`config.mk`:
```
export PLATFORM = sky130hd
export DESIGN_NAME = cdr_ctrl
export DESIGN_NICKNAME = d
export VERILOG_FILES = /design/src/rtl/cdr_pkg.sv /design/src/rtl/cdr_ctrl.sv
export SDC_FILE = /design/constraint.sdc
export NUM_CORES = 1
export LEC_CHECK = 0
export ABC_AREA = 1
export BUFFER_PORTS_ARGS = -buffer_cell sky130_fd_sc_hd__buf_2
export CORE_MARGIN = 1.5
export CORE_UTILIZATION = 19
export DETAILED_ROUTE_END_ITERATION = 16
export PLACE_DENSITY = 0.9
export SLEW_MARGIN = 15
export SYNTH_ARGS = -nofsm -noshare
export SYNTH_HDL_FRONTEND = slang
export SYNTH_SLANG_ARGS = --single-unit
export TNS_END_PERCENT = 5
```
`constraint.sdc`:
```
create_clock -name aclk -period 1.6 [get_ports aclk]
set_clock_uncertainty 0.1 [all_clocks]
set_input_delay 0.24 -clock aclk [delete_from_list [all_inputs] [get_ports aclk]]
set_output_delay 0.24 -clock aclk [all_outputs]
set_load 0.1 [all_outputs]
```
`src/rtl/cdr_pkg.sv`:
```
// ----------------------------------------------------------------------------
// cdr_pkg
// Types and constants shared by the domain ranking controller and datapath.
// ----------------------------------------------------------------------------
package cdr_pkg;

    localparam logic [1:0] MODE_CENTROID = 2'd0;
    localparam logic [1:0] MODE_QUERY    = 2'd1;
    localparam logic [1:0] MODE_TARGET   = 2'd2;

    localparam int SCORE_W = 39;
    localparam logic signed [SCORE_W-1:0] MINUS_ONE = -(39'sd1 <<< 30);

    localparam logic [0:0] REG_VECTOR_DIM = 1'b0;

    typedef enum logic [2:0] {
        ST_IDLE,
        ST_SCORE,
        ST_RANK,
        ST_OUT
    } state_t;

    typedef struct packed {
        logic [1:0]  mode;
        logic [3:0]  domain;
        logic [2:0]  slot;
        logic [6:0]  element_index;
        logic [15:0] value;
        logic        target_valid;
        logic [31:0] query_tag;
        logic        last;
    } item_t;

    typedef struct packed {
        logic take;
        logic score_start;
        logic rank_start;
        logic out_clear;
    } cmd_t;

    typedef struct packed {
        logic score_done;
        logic rank_done;
        logic has_result;
    } status_t;

endpackage

```
`src/rtl/cdr_ctrl.sv`:
```
// ----------------------------------------------------------------------------
// cdr_ctrl
// Sequencer that accepts items, starts scoring and ranking, and hands off
// results.
// ----------------------------------------------------------------------------
module cdr_ctrl (
    input  logic             aclk,
    input  logic             aresetn,
    input  logic             in_valid,
    input  cdr_pkg::item_t   item,
    output logic             in_ready,
    input  logic             out_ready,
    output logic             out_valid,
    output cdr_pkg::cmd_t    cmd,
    input  cdr_pkg::status_t sts
);
    import cdr_pkg::*;

    state_t state_reg, state_next;

    always_ff @(posedge aclk) begin
        if (!aresetn) begin
            state_reg <= ST_IDLE;
        end else begin
            state_reg <= state_next;
        end
    end

    always_comb begin
        state_next      = state_reg;
        in_ready        = 1'b0;
        out_valid       = 1'b0;
        cmd             = '0;
        case (state_reg)
            ST_IDLE: begin
                in_ready = 1'b1;
                if (in_valid) begin
                    cmd.take = 1'b1;
                    if (item.mode == MODE_QUERY && item.last) begin
                        cmd.score_start = 1'b1;
                        state_next = ST_SCORE;
                    end else if (item.mode == MODE_TARGET) begin
                        cmd.rank_start = 1'b1;
                        state_next = ST_RANK;
                    end
                end
            end
            ST_SCORE: begin
                if (sts.score_done) begin
                    state_next = ST_IDLE;
                end
            end
            ST_RANK: begin
                if (sts.rank_done) begin
                    state_next = sts.has_result ? ST_OUT : ST_IDLE;
                end
            end
            ST_OUT: begin
                out_valid = 1'b1;
                if (out_ready) begin
                    cmd.out_clear = 1'b1;
                    state_next = ST_IDLE;
                end
            end
            default: begin
                state_next = ST_IDLE;
            end
        endcase
    end

endmodule

```
# ---- Yosys cells after proc, flatten, opt, wreduce, memory -nomap -nowiden
# Cells that the tools add are included.
dict set report totals {
  register_bits 3
  latch_bits 0
  mem_bits_rw 0
  romBits 0
  input_bits 73
  wordCells 31
  mem_count 0
}
dict set report classes {
  n_addsub 0
  n_mul 0
  div 0
  order_cmp 0
  eq_ne 10
  shifts 0
  n_mux 17
  bitwise_logic 0
  n_reduce_logical 3
}
# op n
set ops {}
lappend ops {{2-to-1 mux 3 bit} 8}
lappend ops {{case mux 3 bit (4 select lines)} 1}
lappend ops {{!= test 2 bit (second input constant)} 4}
lappend ops {{2-to-1 mux 1 bit} 7}
lappend ops {{== test 3 x 2 -> 1 bit (second input constant)} 2}
lappend ops {{AND reduction 5 bit} 1}
lappend ops {{== test 3 x 1 -> 1 bit (second input constant)} 1}
lappend ops {{zero test 3 bit} 1}
lappend ops {{!= test 3 bit (second input constant)} 1}
lappend ops {{== test 2 x 1 -> 1 bit (second input constant)} 1}
lappend ops {{== test 2 bit (second input constant)} 1}
lappend ops {{2-to-1 mux 2 bit} 1}
lappend ops {{logical AND 1 bit} 1}

# ---- Logic depth before layout (Yosys ltp)
# Gate-level depths: netlist (run 1).
dict set report logic_depth {
  word_depth 5
  mapped_depth 8
  ltp_nobuf 8
}

# ---- Worst setup path before layout (run 1)
# No wires, ideal clock.
dict set report synth_timing {
  path_type {reg-to-output}
  from {register state_reg[0]}
  to {output cmd[2] (netlist bit)}
  arrival_time_ps 3125
  path_slack_ps -1865
  stages_incl_launch_ff 4
  cell_sequence {dfxtp_1 > nor2_4 > inv_2 > nor3_1}
}
# element line
set synth_rtl {}
lappend synth_rtl {{from (decl)} cdr_ctrl.sv:19} ;# state_t state_reg, state_next;
lappend synth_rtl {{from (signal assigned)} cdr_ctrl.sv:25} ;# state_reg <= state_next;
lappend synth_rtl {{to (decl)} cdr_ctrl.sv:14} ;# output cdr_pkg::cmd_t cmd,

==> run_results.csv, run 1 <==
group,metric,value,unit
global_route,grt_pass1_vias,280,
worst_setup_path,timing.rr.end,"state_reg[0]",
sta,tightest_slew,0.296,ns
pwr,p_leak,0.281,nW
sta,slew_headroom,0.802,
synthesis,syn-instance-count,49,
sta,period_needed,1.53,ns
die,dieHeight,39.2,um
final_layout,areaGrowthSynthToFinish,99.0,%
synthesis,ys_ff_latch,2,
die,coreArea,0.00116,mm^2
sta,rsz0062_at_grt,"false",
synthesis,yosys.area.top_type,"nand2_1",
worst_hold_path,holdCritPathClass,"in2reg",
die,rows,12,
global_route,overflow,0,
synthesis,synth_async_sr_flop_share,0,
final_layout,fin_nets,143,
placement,hpwl,579,um
drt,drt-initial-drc-count,4,
worst_hold_path,worstHoldPathCells,3,
final_layout,multi_input_area,186,um^2
sta,slew_viol_final,0,
sta,fmax,652,MHz
clock_network,cts.clk_slew.worst_paths,0.03,ns
clock_network,cts_max_path_buffers,2,
synthesis,synth-edff-count,0,
clock_network,clk_latency,0.22,ns
synthesis,synth.distinct_cells,13,
clock_network,cts_tree,"yes",
final_layout,fin_area,495,um^2
worst_setup_path,r2r_cells,9,
placement,port_buffers,15,
clock_network,cts_hold_buf,0,
sta,min_period_over_period,0.958,
final_layout,n_fill_cell,109,
global_route,grt_pass1_wl,1040,um
job,cap_violations,0,
die,io_pins,79,
final_layout,largest_register_ffs,2,
synthesis,yosys-top-cells-area,"nand2_1 17%, dfxtp_1 16%, inv_1 15%",
clock_network,cts_made_buffers,3,
synthesis,ys.warnings.count,0,
synthesis,synthFlopType,"dfxtp_1",
final_layout,finish.utilization,0.429,
clock_network,root_buffer,"clkbuf_4",
worst_setup_path,cp_max_fo,6,
synthesis,syn-cell-area,249,um^2
synthesis,syn_nets,122,
worst_setup_path,worstSetupEndpoint,"cmd[1]",
synthesis,synthTopCellsByCount,"11 x nand2_1, 10 x inv_1, 8 x nor2_1",
synthesis,synth_top_area_share,0.166,
synthesis,synth_most_common_cell,"nand2_1",
global_route,grt_max_degree,7,
worst_setup_path,crit_arrival,1.19,ns
drt,vias_per_cell,4.24,
die,die_width,39.2,um
clock_network,clock-sinks,2,
clock_network,cts_max_level,1,
clock_network,post_cts_resized,0,
drt,vias,348,
worst_setup_path,worstPathRequired,1.26,ns
pwr,p_per_area,2190,mW/mm^2
drt,finalWirelength,660,um
worst_setup_path,reg2reg_from,"state_reg[0]",
worst_setup_path,endpoint_kind,"primary output",
global_route,track_usage,0.104,
synthesis,syn_area_per_cell,5.08,um^2
synthesis,synth-seq-area-share,0.161,
sta,hold_violations,0,
die,die_area,0.00154,mm^2
worst_setup_path,critPathLaunch,"state_reg[1]",
status,outcome,"finished, final reports clean",
final_layout,seq_area,41.3,um^2
worst_setup_path,start_kind,"flip-flop",
sta,finalSetupViolCount,0,
drt,wl_per_cell,8.05,um
drt,drt-pass1-iter-count,5,
sta,setup_ws,0.0672,ns
placement,place_ws,0.179,ns
die,start_util,0.215,
drt,drcViolationCount,0,
placement,globalplace.congestion,0.754,
pwr,peakVddDrop,0.843,mV
final_layout,n_antenna_cell,0,
drt,postRouteAntennaNets,0,
worst_setup_path,ff2ff_setup_slack,0.33,ns
placement,placed_cell_area,465,um^2
global_route,antenna_found_initial,0,
final_layout,drive_gt1_frac,0.471,
worst_setup_path,critPathKind,"reg2out",
## repair_timing
item                                    in CTS  in global routing
buffers inserted                             1                  0
endpoints found under the setup margin       1                  1
pin swaps                                    1                  1
## stage by stage
step,setup TNS (ns),instances,hold WS [ns],total power [mW]
final,0,82,0.163,1.09
after global routing,0,82,0.168,1.16
after CTS,0,82,0.167,1.09
after detailed placement,0,78,0.389,0.954
after global placement,0,78,0.389,0.931
after floorplan,-1.92,49,0.270,0.713
## power breakdown
group / internal (mW) / switching [mW]
registers: 0.0759 / 0.0459
clock network: 0.0822 / 0.0218
logic: 0.296 / 0.564
## cells by family (layout without fill, tap and decap cells)
| kind of cell | Yosys count | in the layout | synth area share |
|---|---|---|---|
| AND/OR/NAND/NOR | 31 | 31 | 0.588 |
| AO/OA/AOI/OAI | 2 | 2 | 0.0402 |
| flip-flops | 2 | 2 | 0.161 |
| buffers and inverters | 14 | 33 | 0.211 |
## worst max-delay path, cell delays in order, from the launching register on
cell     delay (ns)
dfxtp_2        0.35
nor2_4         0.14
inv_4          0.07
nor3_4         0.21
buf_12         0.20
## metal layers
layer,track usage,part of all wire
met5,0,0
met4,0.0259,0.0061
met3,0.0520,0.055
met2,0.196,0.58
met1,0.0986,0.35
## layout by cell type (no fill, tap or decap)
master     n
inv_1     10
nand3_2    1
nor2_4     2
inv_4      1
nor2_2     1
nor2_1     7
dfxtp_2    1
nand2_1   11
buf_4      1
o21ai_1    1
inv_2      3
nand3_1    5
buf_12     6
dfxtp_1    1
nand2_2    2
nor3_4     2
clkbuf_4   3
o21ai_0    1
buf_2      9
## cell type report
cell class,instances,area share
Clock buffer,3,0.0455
Inverter,14,0.111
Multi-Input combinational cell,33,0.376
Sequential cell,2,0.0833
Tap cell,14,0.0354
Timing Repair Buffer,16,0.348
## how the worst min path moves through the flow
stage               startpoint      endpoint  slack, ns
finish                 aresetn  state_reg[1]       0.16
floorplan              aresetn  state_reg[1]       0.27
detailed placement     aresetn  state_reg[1]       0.39
global placement       aresetn  state_reg[0]       0.39
global route           aresetn  state_reg[0]       0.17
CTS                    aresetn  state_reg[1]       0.17
(Power assumes the default switching activity.)
==> run 2: changes to the inputs <==
Settings changed: PLACE_DENSITY 0.9 to 0.94.
==> run_results.csv, run 2 (same netlist as run 1, synthesis figures left out) <==
group,metric,value,unit
status,outcome,"finished, final reports clean",
drt,drcViolationCount,0,
die,rows,12,
worst_setup_path,worstPathRequired,1.26,ns
sta,finalSetupViolCount,0,
worst_setup_path,critPathLaunch,"state_reg[0]",
worst_setup_path,worstSetupEndpoint,"cmd[1]",
final_layout,seq_area,41.3,um^2
worst_setup_path,start_kind,"flip-flop",
placement,hpwl,660,um
final_layout,fin_area,495,um^2
sta,rsz0062_at_grt,"false",
global_route,antenna_found_initial,0,
worst_setup_path,crit_family,"flip-flops",
global_route,grt_max_degree,7,
sta,tightest_slew,0.296,ns
placement,place_ws,0.201,ns
clock_network,cts_hold_buf,0,
worst_setup_path,crit_arrival,1.20,ns
final_layout,final_common_cell,"nand2_1",
final_layout,drive_gt1_frac,0.471,
worst_setup_path,reg2reg_from,"state_reg[0]",
clock_network,clock-sinks,2,
die,dieHeight,39.2,um
worst_setup_path,critPathSlowestCell,"dfxtp_1",
clock_network,cts_made_buffers,3,
final_layout,largest_register_ffs,2,
die,io_pins,79,
pwr,peakVddDrop,1.06,mV
final_layout,n_antenna_cell,0,
final_layout,areaGrowthSynthToFinish,99.0,%
clock_network,cts_max_path_buffers,2,
worst_setup_path,slowest_delay,0.36,ns
worst_setup_path,r2r_cells,9,
final_layout,n_fill_cell,112,
clock_network,root_buffer,"clkbuf_4",
drt,finalWirelength,736,um
drt,wl_per_cell,8.98,um
placement,port_buffers,15,
drt,drt-pass1-iter-count,4,
sta,fmax,647,MHz
global_route,grt_pass1_vias,313,
sta,slew_viol_final,0,
die,die_width,39.2,um
worst_setup_path,critPathKind,"reg2out",
worst_hold_path,holdCritPathClass,"in2reg",
sta,hold_violations,0,
global_route,overflow,0,
drt,postRouteAntennaNets,0,
clock_network,cts_max_level,1,
job,cap_violations,0,
placement,placed_cell_area,465,um^2
placement,globalplace.congestion,0.724,
sta,finalSetupTns,0,ns
sta,setup_ws,0.0553,ns
die,coreArea,0.00116,mm^2
sta,min_period_over_period,0.965,
worst_setup_path,ff2ff_setup_slack,0.32,ns
final_layout,layout.cells.non_filler,82,
final_layout,layout_common_cells,"11 x nand2_1, 10 x inv_1, 9 x buf_2",
final_layout,fin_nets,143,
clock_network,clk_latency,0.22,ns
global_route,track_usage,0.124,
worst_setup_path,crit_cells,4,
worst_setup_path,endpoint_kind,"primary output",
die,die_area,0.00154,mm^2
clock_network,cts.clk_slew.worst_paths,0.03,ns
pwr,p_leak,0.281,nW
worst_setup_path,cp_max_fo,5,
worst_setup_path,timing.rr.end,"state_reg[0]",
worst_setup_path,cp_num_buf_inv,2,
sta,slew_headroom,0.803,
worst_setup_path,path_cells,"nor2_4, inv_4, nor3_4, buf_12",
placement,dp_cells,78,
pwr,total_power,1.10,mW
drt,vias,341,
worst_hold_path,min-delay-start,"aresetn",
die,start_util,0.215,
clock_network,cts_tree,"yes",
drt,drt-initial-drc-count,8,
drt,vias_per_cell,4.16,
final_layout,multi_input_area,186,um^2
sta,period_needed,1.54,ns
pwr,p_per_area,2220,mW/mm^2
global_route,grt_pass1_wl,1250,um
-- run 2: cell counts in the layout (fill, tap and decap cells not counted) --
Identical to the previous run, type by type.
-- run 2: worst min path at each step --
stage,end,cells after the start
2_1_floorplan,state_reg[1],2
3_3_place_gp,state_reg[0],3
3_5_place_dp,state_reg[1],3
4_1_cts,state_reg[1],3
5_1_grt,state_reg[0],3
6_report,state_reg[1],3
-- run 2: metal layers --
metal / track usage / part of all wire / up-vias
li1: - / - / 185
met1: 0.123 / 0.38 / 147
met2: 0.246 / 0.59 / 9
met3: 0.0347 / 0.030 / 0
met4: 0.0259 / 0 / 0
met5: 0 / 0 / -
-- run 2: repair_timing --
item | CTS | global route
endpoints found under the setup margin | 2 | 0
gates resized for setup | 0 | 0
setup buffers | 1 | 0
-- run 2: worst reg2reg max path, stage by stage (launching register included) --
cell     delay (ns)
dfxtp_1        0.43
nor2_4         0.08
buf_4          0.16
nand2_2        0.06
nand2_2        0.06
inv_2          0.06
nand3_2        0.06
nand2_1        0.06
inv_1          0.04
nor2_2         0.09
-- run 2: report_power, final --
part / total [mW] / internal, mW / leakage [nW] / switching [mW]
logic: 0.868 / 0.297 / 0.250 / 0.572
clock network: 0.108 / 0.0825 / 0.0138 / 0.0257
registers: 0.122 / 0.0759 / 0.0169 / 0.0458
-- run 2: stage by stage --
step / hold WS, ns / utilization
2_1_floorplan: 0.270 / -
3_3_place_gp: 0.387 / 0.403
3_5_place_dp: 0.399 / 0.403
4_1_cts: 0.171 / 0.429
5_1_grt: 0.174 / 0.429
6_report: 0.173 / 0.429
-- run 2: final cells by class --
type,count,share of cell area
clock buffer,3,0.0455
sequential,2,0.0833
tap,14,0.0354
timing repair buffer,16,0.348
multi-input combinational,33,0.376
inverter,14,0.111
==> run 3: changes to the inputs <==
Settings changed: CORE_AREA from default to 2 2 39 41, CORE_MARGIN 1.5 to default, CORE_UTILIZATION 19 to default, CTS_BUF_LIST from default to sky130_fd_sc_hd__clkbuf_8, DIE_AREA from default to 0 0 41 43, PLACE_DENSITY 0.94 to 0.93.
==> run_results.csv, run 3 (same netlist as run 1, synthesis figures left out) <==
group,metric,value,unit
placement,placed_cell_area,468,um^2
drt,vias,339,
drt,vias_per_cell,3.99,
die,die_width,41,um
pwr,p_per_area,2290,mW/mm^2
worst_setup_path,endpoint_kind,"primary output",
final_layout,fin_area,524,um^2
clock_network,cts_made_buffers,3,
drt,drt-initial-drc-count,4,
global_route,antenna_found_initial,0,
clock_network,root_buffer,"clkbuf_8",
placement,port_buffers,15,
worst_hold_path,holdCritPathClass,"in2reg",
worst_setup_path,worstPathRequired,1.26,ns
die,dieHeight,43,um
worst_setup_path,cp_max_fo,5,
final_layout,areaGrowthSynthToFinish,111,%
clock_network,cts_tree,"yes",
pwr,p_seq_frac,0.101,
status,outcome,"finished, final reports clean",
clock_network,cts.clk_slew.worst_paths,0.03,ns
sta,setup_ws,0.0648,ns
final_layout,layout_common_cells,"11 x nand2_1, 10 x inv_1, 9 x buf_2",
pwr,total_power,1.20,mW
clock_network,clock-sinks,2,
clock_network,cts_max_path_buffers,2,
drt,postRouteAntennaNets,0,
drt,wl_per_cell,8.18,um
pwr,power_switching,649,uW
die,rows,14,
sta,period_needed,1.54,ns
die,coreArea,0.00138,mm^2
die,start_util,0.180,
worst_hold_path,worstHoldPathCells,3,
sta,hold_violations,0,
worst_setup_path,start_kind,"flip-flop",
placement,hpwl,573,um
global_route,track_usage,0.108,
worst_setup_path,crit_arrival,1.20,ns
global_route,grt_pass1_vias,329,
sta,whs,0.169,ns
placement,globalplace.congestion,0.701,
final_layout,n_antenna_cell,0,
clock_network,cts_max_level,1,
final_layout,multi_input_area,186,um^2
clock_network,clk_latency,0.21,ns
placement,place_ws,0.175,ns
sta,min_period_over_period,0.960,
job,cap_violations,0,
die,io_pins,79,
global_route,grt_max_degree,7,
clock_network,post_cts_resized,0,
pwr,power_frac_comb,0.730,
worst_setup_path,r2r_cells,9,
global_route,overflow,0,
global_route,grt_pass1_wl,1270,um
final_layout,final_common_cell,"nand2_1",
sta,slew_headroom,0.800,
worst_setup_path,critPathKind,"reg2out",
final_layout,drive_gt1_frac,0.478,
pwr,intPower,552,uW
die,die_area,0.00176,mm^2
sta,finalSetupViolCount,0,
pwr,p_sw_frac,0.540,
drt,drcViolationCount,0,
sta,fmax,651,MHz
drt,finalWirelength,695,um
pwr,p_leak,0.293,nW
drt,drt-pass1-iter-count,3,
final_layout,largest_register_ffs,2,
pwr,peakVddDrop,1.09,mV
sta,finalSetupTns,0,ns
final_layout,n_fill_cell,154,
final_layout,seq_area,41.3,um^2
sta,tightest_slew,0.300,ns
final_layout,fin_nets,144,
sta,slew_viol_final,0,
pwr,power_frac_clock,0.169,
run 3: changes by cell type in the layout (fill, tap and decap cells not counted), sizes merged:
cell,delta
buf,+1
run 3: what timing repair did:
item	CTS	global route
hold endpoints to repair	0	0
setup buffers	1	1
setup endpoints to repair	1	1
hold buffers	0	0
pin swaps	1	1
run 3: metrics by stage:
| stage | cells | utilization |
|---|---|---|
| final | 85 | 0.379 |
| after CTS | 84 | 0.373 |
| after global placement | 80 | 0.338 |
| after floorplan | 49 | - |
| after detailed placement | 80 | 0.338 |
| after global routing | 85 | 0.379 |
run 3: area by class of cell:
cell class              instances  share of cell area
clock buffers                   3              0.0788
multi-input cells              33               0.356
well taps                      16              0.0382
repair buffers                 17               0.344
flip-flops and latches          2              0.0788
inverters                      14               0.105
run 3: critical path, cell delays in order, from the launching register on:
cell	delay (ns)
dfxtp_1	0.36
nor2_4	0.14
inv_4	0.07
nor3_4	0.21
buf_12	0.20
run 3: path summary, 6_finish.rpt:
check                    start            to  slack, ns
setup reg to reg  state_reg[0]  state_reg[0]       0.21
setup / recovery  state_reg[0]        cmd[1]       0.06
hold reg to reg   state_reg[1]  state_reg[1]       0.47
hold / removal         aresetn  state_reg[1]       0.17
run 3: per-layer routing:
metal,vias to the layer above,share of wire,global-route usage,wire (um)
met3,2,0.081,0.0209,56
met4,0,0.030,0.100,21
met2,13,0.50,0.156,347
met5,-,0,0,0
met1,140,0.39,0.125,269
li1,184,-,-,-
run 3: power groups by stage:
stage | Combinational (mW) | Sequential, mW | Clock, mW
6_report | 0.877 | 0.122 | 0.203
5_1_grt | 0.940 | 0.130 | 0.214
4_1_cts | 0.858 | 0.124 | 0.210
3_5_place_dp | 0.825 | 0.124 | 0
3_3_place_gp | 0.811 | 0.120 | 0
2_1_floorplan | 0.599 | 0.114 | 0
